<file path="config.mk">
export PLATFORM = sky130hd
export DESIGN_NAME = sensor_command_packet_framer
export DESIGN_NICKNAME = d
export VERILOG_FILES = /design/src/rtl/core/scpf_pkg.sv /design/src/rtl/core/scpf_front.sv /design/src/rtl/core/scpf_queue.sv /design/src/rtl/core/scpf_back.sv /design/src/rtl/core/sensor_command_packet_framer.sv
export SDC_FILE = /design/constraint.sdc
export NUM_CORES = 1
export LEC_CHECK = 0
export BUFFER_PORTS_ARGS = -buffer_cell sky130_fd_sc_hd__buf_2
export CORE_ASPECT_RATIO = 0.75
export CORE_MARGIN = 5
export CORE_UTILIZATION = 66
export DETAILED_ROUTE_END_ITERATION = 6
export GPL_TIMING_DRIVEN = 1
export PLACE_DENSITY = 0.91
export SYNTH_ARGS = -nofsm -noshare
export SYNTH_HDL_FRONTEND = slang
export SYNTH_SLANG_ARGS = --single-unit
export TNS_END_PERCENT = 20
</file>
<file path="constraint.sdc">
create_clock -name clk -period 6.8 [get_ports clk]
set_input_delay 1.36 -clock clk [delete_from_list [all_inputs] [get_ports clk]]
set_output_delay 1.36 -clock clk [all_outputs]
set_load 0.01 [all_outputs]
</file>
<file path="src/rtl/core/scpf_pkg.sv">
package scpf_pkg;

	localparam int unsigned MAX_PAYLOAD = 128;
	localparam logic [7:0] LEN_OVERHEAD = 8'd3;
	localparam logic [7:0] SEEN_SAT = 8'hFF;

	localparam logic [1:0] CFG_HEADER_WORD = 2'd0;
	localparam logic [1:0] CFG_MODULE_ADDRESS = 2'd1;
	localparam logic [1:0] CFG_COMMAND_FLAG = 2'd2;

	typedef struct packed {
		logic       start_packet;
		logic       end_packet;
		logic [7:0] command_code;
		logic [7:0] declared_length;
		logic       has_data;
		logic [7:0] data_byte;
	} in_item_t;

	typedef struct packed {
		logic [7:0] wire_byte;
		logic       packet_done;
		logic       length_error;
	} out_item_t;

	typedef struct packed {
		logic [15:0] header_word;
		logic [31:0] module_address;
		logic [7:0]  command_flag;
	} cfg_t;

	// One queued job: the per-item fields the back end needs to send one item's bytes.
	typedef struct packed {
		logic        start_en;
		logic        data_en;
		logic        end_en;
		logic [7:0]  code;
		logic [7:0]  len_hi;
		logic [7:0]  len_lo;
		logic [7:0]  data;
		logic [15:0] sum;
		logic        err;
	} job_t;

	typedef enum logic [3:0] {
		ST_HDR_HI,
		ST_HDR_LO,
		ST_ADR_3,
		ST_ADR_2,
		ST_ADR_1,
		ST_ADR_0,
		ST_FLAG,
		ST_LEN_HI,
		ST_LEN_LO,
		ST_CODE,
		ST_DATA,
		ST_SUM_HI,
		ST_SUM_LO
	} step_t;

endpackage

</file>
<file path="src/rtl/core/scpf_front.sv">
module scpf_front (
	input  logic             clk,
	input  logic             arst_n,
	input  logic             item_valid,
	input  logic             item_stall,
	input  scpf_pkg::in_item_t item,
	input  scpf_pkg::cfg_t   cfg,
	output logic             push,
	output scpf_pkg::job_t   job
);
	import scpf_pkg::*;

	logic        in_packet_q;
	logic [15:0] sum_q;
	logic [7:0]  seen_q;
	logic [7:0]  exp_q;

	logic        accept;
	logic [7:0]  decl_sat;
	logic [8:0]  len_full;
	logic [7:0]  len_hi;
	logic [7:0]  len_lo;
	logic [15:0] start_sum;
	logic        active;
	logic [15:0] base_sum;
	logic [7:0]  base_seen;
	logic [7:0]  base_exp;
	logic        data_en;
	logic        end_en;
	logic [15:0] sum_next;
	logic [7:0]  seen_next;

	assign accept = item_valid && !item_stall;

	always_comb begin
		decl_sat = (item.declared_length > MAX_PAYLOAD[7:0]) ? MAX_PAYLOAD[7:0]
			: item.declared_length;
		len_full = {1'b0, decl_sat} + {1'b0, LEN_OVERHEAD};
		len_hi = {7'd0, len_full[8]};
		len_lo = len_full[7:0];
		start_sum = {8'd0, cfg.command_flag} + {8'd0, len_hi} + {8'd0, len_lo}
			+ {8'd0, item.command_code};
		active = item.start_packet || in_packet_q;
		base_sum = item.start_packet ? start_sum : sum_q;
		base_seen = item.start_packet ? 8'd0 : seen_q;
		base_exp = item.start_packet ? decl_sat : exp_q;
		// Bytes past the payload limit are counted but neither sent nor summed.
		data_en = active && item.has_data && (base_seen < MAX_PAYLOAD[7:0]);
		end_en = active && item.end_packet;
		sum_next = data_en ? base_sum + {8'd0, item.data_byte} : base_sum;
		seen_next = (active && item.has_data && base_seen != SEEN_SAT)
			? base_seen + 8'd1 : base_seen;

		job.start_en = item.start_packet;
		job.data_en = data_en;
		job.end_en = end_en;
		job.code = item.command_code;
		job.len_hi = len_hi;
		job.len_lo = len_lo;
		job.data = item.data_byte;
		job.sum = sum_next;
		job.err = (seen_next != base_exp);
	end

	assign push = accept && (item.start_packet || data_en || end_en);

	always_ff @(posedge clk or negedge arst_n) begin
		if (!arst_n) begin
			in_packet_q <= 1'b0;
			sum_q <= 16'd0;
			seen_q <= 8'd0;
			exp_q <= 8'd0;
		end else if (accept && active) begin
			if (end_en) begin
				in_packet_q <= 1'b0;
				sum_q <= 16'd0;
				seen_q <= 8'd0;
				exp_q <= 8'd0;
			end else begin
				in_packet_q <= 1'b1;
				sum_q <= sum_next;
				seen_q <= seen_next;
				exp_q <= base_exp;
			end
		end
	end

endmodule

</file>
<file path="src/rtl/core/scpf_queue.sv">
module scpf_queue #(
	parameter int unsigned DEPTH = 4
) (
	input  logic           clk,
	input  logic           arst_n,
	input  logic           push,
	input  scpf_pkg::job_t wr_job,
	input  logic           pop,
	output scpf_pkg::job_t rd_job,
	output logic           empty,
	output logic           full
);
	import scpf_pkg::*;

	localparam int unsigned PW = (DEPTH > 1) ? $clog2(DEPTH) : 1;
	localparam int unsigned CW = $clog2(DEPTH + 1);
	localparam logic [PW-1:0] LAST_PTR = PW'(DEPTH - 1);
	localparam logic [CW-1:0] FULL_CNT = CW'(DEPTH);

	job_t          mem_q [DEPTH];
	logic [PW-1:0] wr_ptr_q;
	logic [PW-1:0] rd_ptr_q;
	logic [CW-1:0] count_q;
	logic          do_push;
	logic          do_pop;

	assign empty = (count_q == '0);
	assign full = (count_q == FULL_CNT);
	assign do_push = push && !full;
	assign do_pop = pop && !empty;
	assign rd_job = mem_q[rd_ptr_q];

	always_ff @(posedge clk) begin
		if (do_push) begin
			mem_q[wr_ptr_q] <= wr_job;
		end
	end

	always_ff @(posedge clk or negedge arst_n) begin
		if (!arst_n) begin
			wr_ptr_q <= '0;
			rd_ptr_q <= '0;
			count_q <= '0;
		end else begin
			if (do_push) begin
				wr_ptr_q <= (wr_ptr_q == LAST_PTR) ? '0 : wr_ptr_q + 1'b1;
			end
			if (do_pop) begin
				rd_ptr_q <= (rd_ptr_q == LAST_PTR) ? '0 : rd_ptr_q + 1'b1;
			end
			if (do_push && !do_pop) begin
				count_q <= count_q + 1'b1;
			end else if (do_pop && !do_push) begin
				count_q <= count_q - 1'b1;
			end
		end
	end

endmodule

</file>
<file path="src/rtl/core/scpf_back.sv">
module scpf_back (
	input  logic                clk,
	input  logic                arst_n,
	input  scpf_pkg::cfg_t      cfg,
	input  scpf_pkg::job_t      head,
	input  logic                empty,
	output logic                pop,
	output logic                tx_valid,
	input  logic                tx_stall,
	output scpf_pkg::out_item_t tx
);
	import scpf_pkg::*;

	logic      busy_q;
	step_t     step_q;
	logic      tx_valid_q;
	out_item_t tx_q;

	logic      load;
	logic      fire;
	step_t     cur_step;
	step_t     next_step;
	logic      last;
	out_item_t byte_d;

	assign load = !tx_valid_q || !tx_stall;
	assign fire = !empty && load;
	assign pop = fire && last;

	always_comb begin
		// A fresh job starts at its first enabled section.
		if (busy_q) begin
			cur_step = step_q;
		end else if (head.start_en) begin
			cur_step = ST_HDR_HI;
		end else if (head.data_en) begin
			cur_step = ST_DATA;
		end else begin
			cur_step = ST_SUM_HI;
		end

		next_step = cur_step;
		last = 1'b0;
		byte_d.packet_done = 1'b0;
		byte_d.length_error = 1'b0;
		case (cur_step)
			ST_HDR_HI: begin
				byte_d.wire_byte = cfg.header_word[15:8];
				next_step = ST_HDR_LO;
			end
			ST_HDR_LO: begin
				byte_d.wire_byte = cfg.header_word[7:0];
				next_step = ST_ADR_3;
			end
			ST_ADR_3: begin
				byte_d.wire_byte = cfg.module_address[31:24];
				next_step = ST_ADR_2;
			end
			ST_ADR_2: begin
				byte_d.wire_byte = cfg.module_address[23:16];
				next_step = ST_ADR_1;
			end
			ST_ADR_1: begin
				byte_d.wire_byte = cfg.module_address[15:8];
				next_step = ST_ADR_0;
			end
			ST_ADR_0: begin
				byte_d.wire_byte = cfg.module_address[7:0];
				next_step = ST_FLAG;
			end
			ST_FLAG: begin
				byte_d.wire_byte = cfg.command_flag;
				next_step = ST_LEN_HI;
			end
			ST_LEN_HI: begin
				byte_d.wire_byte = head.len_hi;
				next_step = ST_LEN_LO;
			end
			ST_LEN_LO: begin
				byte_d.wire_byte = head.len_lo;
				next_step = ST_CODE;
			end
			ST_CODE: begin
				byte_d.wire_byte = head.code;
				if (head.data_en) begin
					next_step = ST_DATA;
				end else if (head.end_en) begin
					next_step = ST_SUM_HI;
				end else begin
					last = 1'b1;
				end
			end
			ST_DATA: begin
				byte_d.wire_byte = head.data;
				if (head.end_en) begin
					next_step = ST_SUM_HI;
				end else begin
					last = 1'b1;
				end
			end
			ST_SUM_HI: begin
				byte_d.wire_byte = head.sum[15:8];
				next_step = ST_SUM_LO;
			end
			ST_SUM_LO: begin
				byte_d.wire_byte = head.sum[7:0];
				byte_d.packet_done = 1'b1;
				byte_d.length_error = head.err;
				last = 1'b1;
			end
			default: begin
				byte_d.wire_byte = 8'd0;
				last = 1'b1;
			end
		endcase
	end

	always_ff @(posedge clk or negedge arst_n) begin
		if (!arst_n) begin
			busy_q <= 1'b0;
			step_q <= ST_HDR_HI;
			tx_valid_q <= 1'b0;
		end else begin
			if (fire) begin
				busy_q <= !last;
				step_q <= next_step;
			end
			if (load) begin
				tx_valid_q <= fire;
			end
		end
	end

	always_ff @(posedge clk) begin
		if (fire) begin
			tx_q <= byte_d;
		end
	end

	assign tx_valid = tx_valid_q;
	assign tx = tx_q;

	a_pop_needs_fire: assert property (@(posedge clk) disable iff (!arst_n)
		pop |-> fire)
		else $error("job retired without sending its last byte");

	a_sum_pair: assert property (@(posedge clk) disable iff (!arst_n)
		fire && cur_step == ST_SUM_HI |=> busy_q && step_q == ST_SUM_LO)
		else $error("checksum high byte not followed by low byte");

	a_busy_has_head: assert property (@(posedge clk) disable iff (!arst_n)
		busy_q |-> !empty)
		else $error("job in progress but queue is empty");

	a_err_on_done: assert property (@(posedge clk) disable iff (!arst_n)
		tx_valid_q && tx_q.length_error |-> tx_q.packet_done)
		else $error("length error flagged on a byte other than the last");

endmodule

</file>
<file path="src/rtl/core/sensor_command_packet_framer.sv">
// Channel   Direction  Handshake               Payload
// item      in         item_valid / item_stall  in_item_t: one command item
// tx        out        tx_valid / tx_stall      out_item_t: one wire byte
// cfg       in         cfg_valid / cfg_ready    cfg_index, cfg_data
//
// Items are taken one per cycle while the job queue has room; the back end
// sends one byte per cycle while tx_stall is low; a start item yields ten
// bytes, a payload byte one and a closing item two more. The input stalls
// only when the QUEUE_DEPTH-entry job queue is full. Reset clears the
// packet state, the queue and tx_valid and loads the default configuration.
module sensor_command_packet_framer #(
	parameter int unsigned QUEUE_DEPTH = 4
) (
	input  logic                clk,
	input  logic                arst_n,
	input  logic                item_valid,
	output logic                item_stall,
	input  scpf_pkg::in_item_t  item,
	output logic                tx_valid,
	input  logic                tx_stall,
	output scpf_pkg::out_item_t tx,
	input  logic                cfg_valid,
	output logic                cfg_ready,
	input  logic [1:0]          cfg_index,
	input  logic [31:0]         cfg_data
);
	import scpf_pkg::*;

	cfg_t cfg_q;
	logic push;
	job_t wr_job;
	job_t head;
	logic pop;
	logic empty;
	logic full;

	assign cfg_ready = 1'b1;
	assign item_stall = full;

	always_ff @(posedge clk or negedge arst_n) begin
		if (!arst_n) begin
			cfg_q.header_word <= 16'hEF01;
			cfg_q.module_address <= 32'hFFFF_FFFF;
			cfg_q.command_flag <= 8'h01;
		end else if (cfg_valid && cfg_ready) begin
			case (cfg_index)
				CFG_HEADER_WORD: cfg_q.header_word <= cfg_data[15:0];
				CFG_MODULE_ADDRESS: cfg_q.module_address <= cfg_data;
				CFG_COMMAND_FLAG: cfg_q.command_flag <= cfg_data[7:0];
				default: begin
				end
			endcase
		end
	end

	scpf_front u_front (
		.clk        (clk),
		.arst_n     (arst_n),
		.item_valid (item_valid),
		.item_stall (item_stall),
		.item       (item),
		.cfg        (cfg_q),
		.push       (push),
		.job        (wr_job)
	);

	scpf_queue #(
		.DEPTH (QUEUE_DEPTH)
	) u_queue (
		.clk    (clk),
		.arst_n (arst_n),
		.push   (push),
		.wr_job (wr_job),
		.pop    (pop),
		.rd_job (head),
		.empty  (empty),
		.full   (full)
	);

	scpf_back u_back (
		.clk      (clk),
		.arst_n   (arst_n),
		.cfg      (cfg_q),
		.head     (head),
		.empty    (empty),
		.pop      (pop),
		.tx_valid (tx_valid),
		.tx_stall (tx_stall),
		.tx       (tx)
	);

endmodule

</file>
==> impl_metrics.json <==
{
  "swShare_pct": 35.6,
  "power_per_cell_area_mw_per_mm2": 416,
  "num-nets-final": 1217,
  "die_area_sq_mm": 0.0247,
  "post-route-drc-count": 0,
  "via_per_instance_ratio": 6.89,
  "power.combinational.fraction_pct": 36.0,
  "worst_pin_slew_ns": 1.10,
  "hpwlAfterDp_microns": 24300,
  "synth_cells": 1039,
  "cts_sink_count": 292,
  "holdCritPathClass": "flop to flop",
  "period_share_pct": 91.8,
  "router_iterations_before_antenna_repair": 5,
  "slowest_delay_ns": 0.80,
  "antenna_violating_nets_post_route": 0,
  "number_of_antenna_violations_at_the_first_check_in_global_routing": 0,
  "async_reset_ff_share_pct": 34.9,
  "first_global_vias": 9536,
  "rows": 46,
  "totalNegativeSetupSlack_ns": 0,
  "routed_wl_microns": 36800,
  "gp_congestion": 0.919,
  "synth-seq-area-share_pct": 58.3,
  "critPathCaptureType": "flop",
  "first_pass_grt_wire_length_microns": 57200,
  "worst_ir_drop_vdd_uv": 268,
  "cts_tree": "yes",
  "critical_path_buf_inv_count": 3,
  "worst_ep_required_time_ns": 7.23,
  "max_slew_margin_pct": 26.6,
  "grt.total_usage_pct": 30.0,
  "syn-mean-instance-area_sq_um": 13.7,
  "drive_gt1_share_pct": 27.7,
  "layout-area-overhead-vs-synth_pct": 10.9,
  "start_util_pct": 67.3,
  "global_route_overflow": 0,
  "timing.critical_path.fanout_max": 12,
  "setup_repair_after_global_routing_missed_its_margin": "false",
  "cp_slowest_cell": "a2111oi_0",
  "die_height_microns": 137,
  "power.share.sequential_pct": 40.6,
  "postCtsSetupRepairBufs": 0,
  "boundary_pins": 79,
  "cts-root-buf": "clkbuf_16",
  "cell_internal_pwr_w": 0.00424,
  "critical_path_class": "input pin to flop",
  "timing.final.max_slew_violations": 0,
  "number_of_enable_type_register_cells_in_the_synthesized_netlist": 190,
  "pre_cts_ws_ns": 0.371,
  "timing_hold_violations_final": 0,
  "critical_path_arrival_ns": 6.67,
  "power.clock.fraction_pct": 23.3,
  "critical_path_cell_list": "buf_2, nand2b_1, ha_1, inv_1, fa_1, ha_1, fa_1, a211oi_1, o21bai_1, a21oi_1, xnor2_1, mux2_2, ha_1, inv_1, o21ai_0, a41oi_1, a2111oi_0, and3b_1, a211o_1",
  "port-buffer-count": 77,
  "syn_area_sq_mm": 0.0143,
  "power_leakage_nw": 5.95,
  "path_clk_slew_ns": 0.06,
  "synth-warning-count": 0,
  "core_area_sq_mm": 0.0212,
  "critical_path.top_delay_family": "compound AO/OA/AOI/OAI gates",
  "ctsHtreeMaxLevel": 1,
  "cts_resized": 0,
  "dieWidth_microns": 180,
  "synth-seq-cells": 292,
  "vias_after_detailed_routing": 9806,
  "highest_clock_rate_ghz": 0.160,
  "min_period_ns": 6.24,
  "max_root_sink_buffers": 3,
  "number_of_violations_reported_at_the_end_of_detailed_routing_iteration_0": 1337,
  "finalClockSkew_ns": 0.0163,
  "antenna_cells_inserted": 0,
  "synth.lib_cells_used.distinct": 75,
  "cap_violations": 0,
  "wl_per_cell_microns": 25.9,
  "hold_buffers": 0,
  "worst_setup_path_start_kind": "input pin",
  "finalWorstSetupSlack_ns": 0.558,
  "insertion_delay_ns": 0.56,
  "cp_common_cell": "ha_1",
  "outcome": "finished, final reports clean",
  "final-setup-viol-count": 0,
  "cts_inserted_buffers": 28,
  "grt_max_degree": 72,
  "postSynth.topFlopCell": "edfxtp_1",
  "p_switching_w": 0.00234
}
==> kinds of logic after synthesis <==
kind of cell	Yosys count	synth area share, %
buf+inv	97	2.76
fa+ha+maj	37	3.82
compound gates	213	10.7
flops	292	58.3
mux	131	13.7
other cells	2	0.0527
simple gates	224	8.09
xor+xnor	43	2.64
==> through the flow <==
step / area [sq um] / hold WS (ns) / std cells / power (W) / util (%)
finish: 15800 / 0.505 / 1423 / 0.00658 / 74.7
global route: 15800 / 0.522 / 1423 / 0.00687 / 74.7
CTS: 15800 / 0.505 / 1423 / 0.00654 / 74.7
detailed placement: 14900 / 0.487 / 1372 / 0.00496 / 70.5
global placement: 14900 / 0.471 / 1372 / 0.00485 / 70.5
floorplan: 14300 / 0.457 / 1044 / 0.00425 / -
==> power by group through the flow <==
| stage | registers [W] | logic [W] | clock network, W |
|---|---|---|---|
| after floorplan | 0.00257 | 0.00168 | 0 |
| after global placement | 0.00266 | 0.00219 | 0 |
| after detailed placement | 0.00269 | 0.00227 | 0 |
| after CTS | 0.00266 | 0.00233 | 0.00154 |
| after global routing | 0.00271 | 0.00255 | 0.00162 |
| final | 0.00267 | 0.00237 | 0.00154 |
==> worst reg2reg max path, delay by kind of cell (launching register included) <==
family / cells / cell delay [ns]
AOI/OAI and AO/OA: 7 / 2.19
xor gates and xnor gates: 2 / 0.45
adders and majority gates: 4 / 1.56
buffers and inverters: 1 / 0.07
DFF: 1 / 0.54
muxes: 1 / 0.28
and+or+nand+nor: 1 / 0.26
==> final cells by class <==
class	count	area (sq um)
multi-input cells	655	5590
inverters	42	158
clock buffers	37	756
flip-flops and latches	292	8310
clock inverters	14	128
fillers	1290	5360
repair buffers	95	523
well taps	288	360
==> registers in the layout (all words and copies together), names as in the netlist <==
register and count:
u_front.seen_q 8, u_queue.rd_ptr_q 2, cfg_q 56, u_front.sum_q 16, u_back.tx 10, u_front.in_packet_q 1
u_queue.count_q 3, u_back.step_q 4, u_queue.wr_ptr_q 2, u_back.tx_valid 1, u_back.busy_q 1, u_queue.mem_q 180
u_front.exp_q 8
==> cell usage in the layout, fill, tap and decap left out, types with 8 or more instances in the layout <==
cell type  netlist  routed
mux4_2          44      44
o21ai_0         42      42
nand2b_1         9       9
nor3_1          16      16
buf_2            9      76
ha_1            26      26
o211ai_1        11      11
a211oi_1         8       8
xor2_1          18      18
a21o_1          10      10
edfxtp_1       190     190
and3_1           8       8
dfstp_2         41      41
nand3_1         19      19
clkbuf_1        37       8
clkbuf_16        0      29
fa_1            11      11
nand2_1         59      59
dfrtp_1         61      59
a22oi_1         23      23
nor2b_1         14      14
mux2_2          76      76
mux2i_1         11      11
a21oi_1         29      29
buf_4            1      19
a22o_1          20      20
nor2_1          46      46
a221oi_1         8       8
inv_1           42      42
xnor2_1         25      25
==> routing by layer <==
layer | GRT usage (%) | share of wire, % | up-vias | routed length, microns
met5 | 0 | 0 | - | 0
met4 | 9.01 | 3.4 | 0 | 1250
met3 | 6.89 | 12 | 98 | 4380
met2 | 46.0 | 45 | 737 | 16500
met1 | 44.0 | 40 | 4845 | 14600
li1 | - | - | 4126 | -
==> path summary, 6_finish.rpt <==
check / to / cells past startpoint / startpoint / slack [ns]
min in group asynchronous: cfg_q[7] / 1 / arst_n / 0.76
worst min-delay path: u_queue.count_q[2] / 1 / u_queue.count_q[2] / 0.50
worst min register to register: u_queue.count_q[2] / 1 / u_queue.count_q[2] / 0.50
worst max register to register: u_front.sum_q[15] / 16 / cfg_q[1] / 1.33
max in group asynchronous: u_front.seen_q[5] / 2 / arst_n / 4.73
worst max-delay path: u_front.sum_q[15] / 19 / item[16] / 0.56
==> synth_stat cells (4+ instances only) <==
library cell	n	area share, %
inv_1	42	1.1
nor2b_1	14	0.61
o21ai_0	42	1.5
nor2_1	46	1.2
nor4_1	6	0.26
and2_1	10	0.44
ha_1	26	2.3
clkbuf_1	37	0.97
buf_1	6	0.16
a211oi_1	8	0.42
mux2_2	76	6.0
nand3b_1	7	0.37
or2_2	5	0.22
nand2b_1	9	0.39
dfrtp_1	61	11
a22o_1	20	1.2
a21o_1	10	0.53
a31oi_1	7	0.31
o21a_1	5	0.26
fa_1	11	1.5
nand3_1	19	0.67
nor3_1	16	0.56
a221oi_1	8	0.49
buf_2	9	0.32
nand2_1	59	1.6
dfstp_2	41	7.6
edfxtp_1	190	40
xor2_1	18	1.1
a32oi_1	4	0.25
a211o_1	5	0.31
o211ai_1	11	0.58
a21oi_1	29	1.0
mux2i_1	11	0.77
o31ai_1	4	0.21
a22oi_1	23	1.2
and3_1	8	0.35
xnor2_1	25	1.5
mux4_2	44	6.9
a41oi_1	4	0.25
No activity file was read; power rests on OpenSTA's default activity.
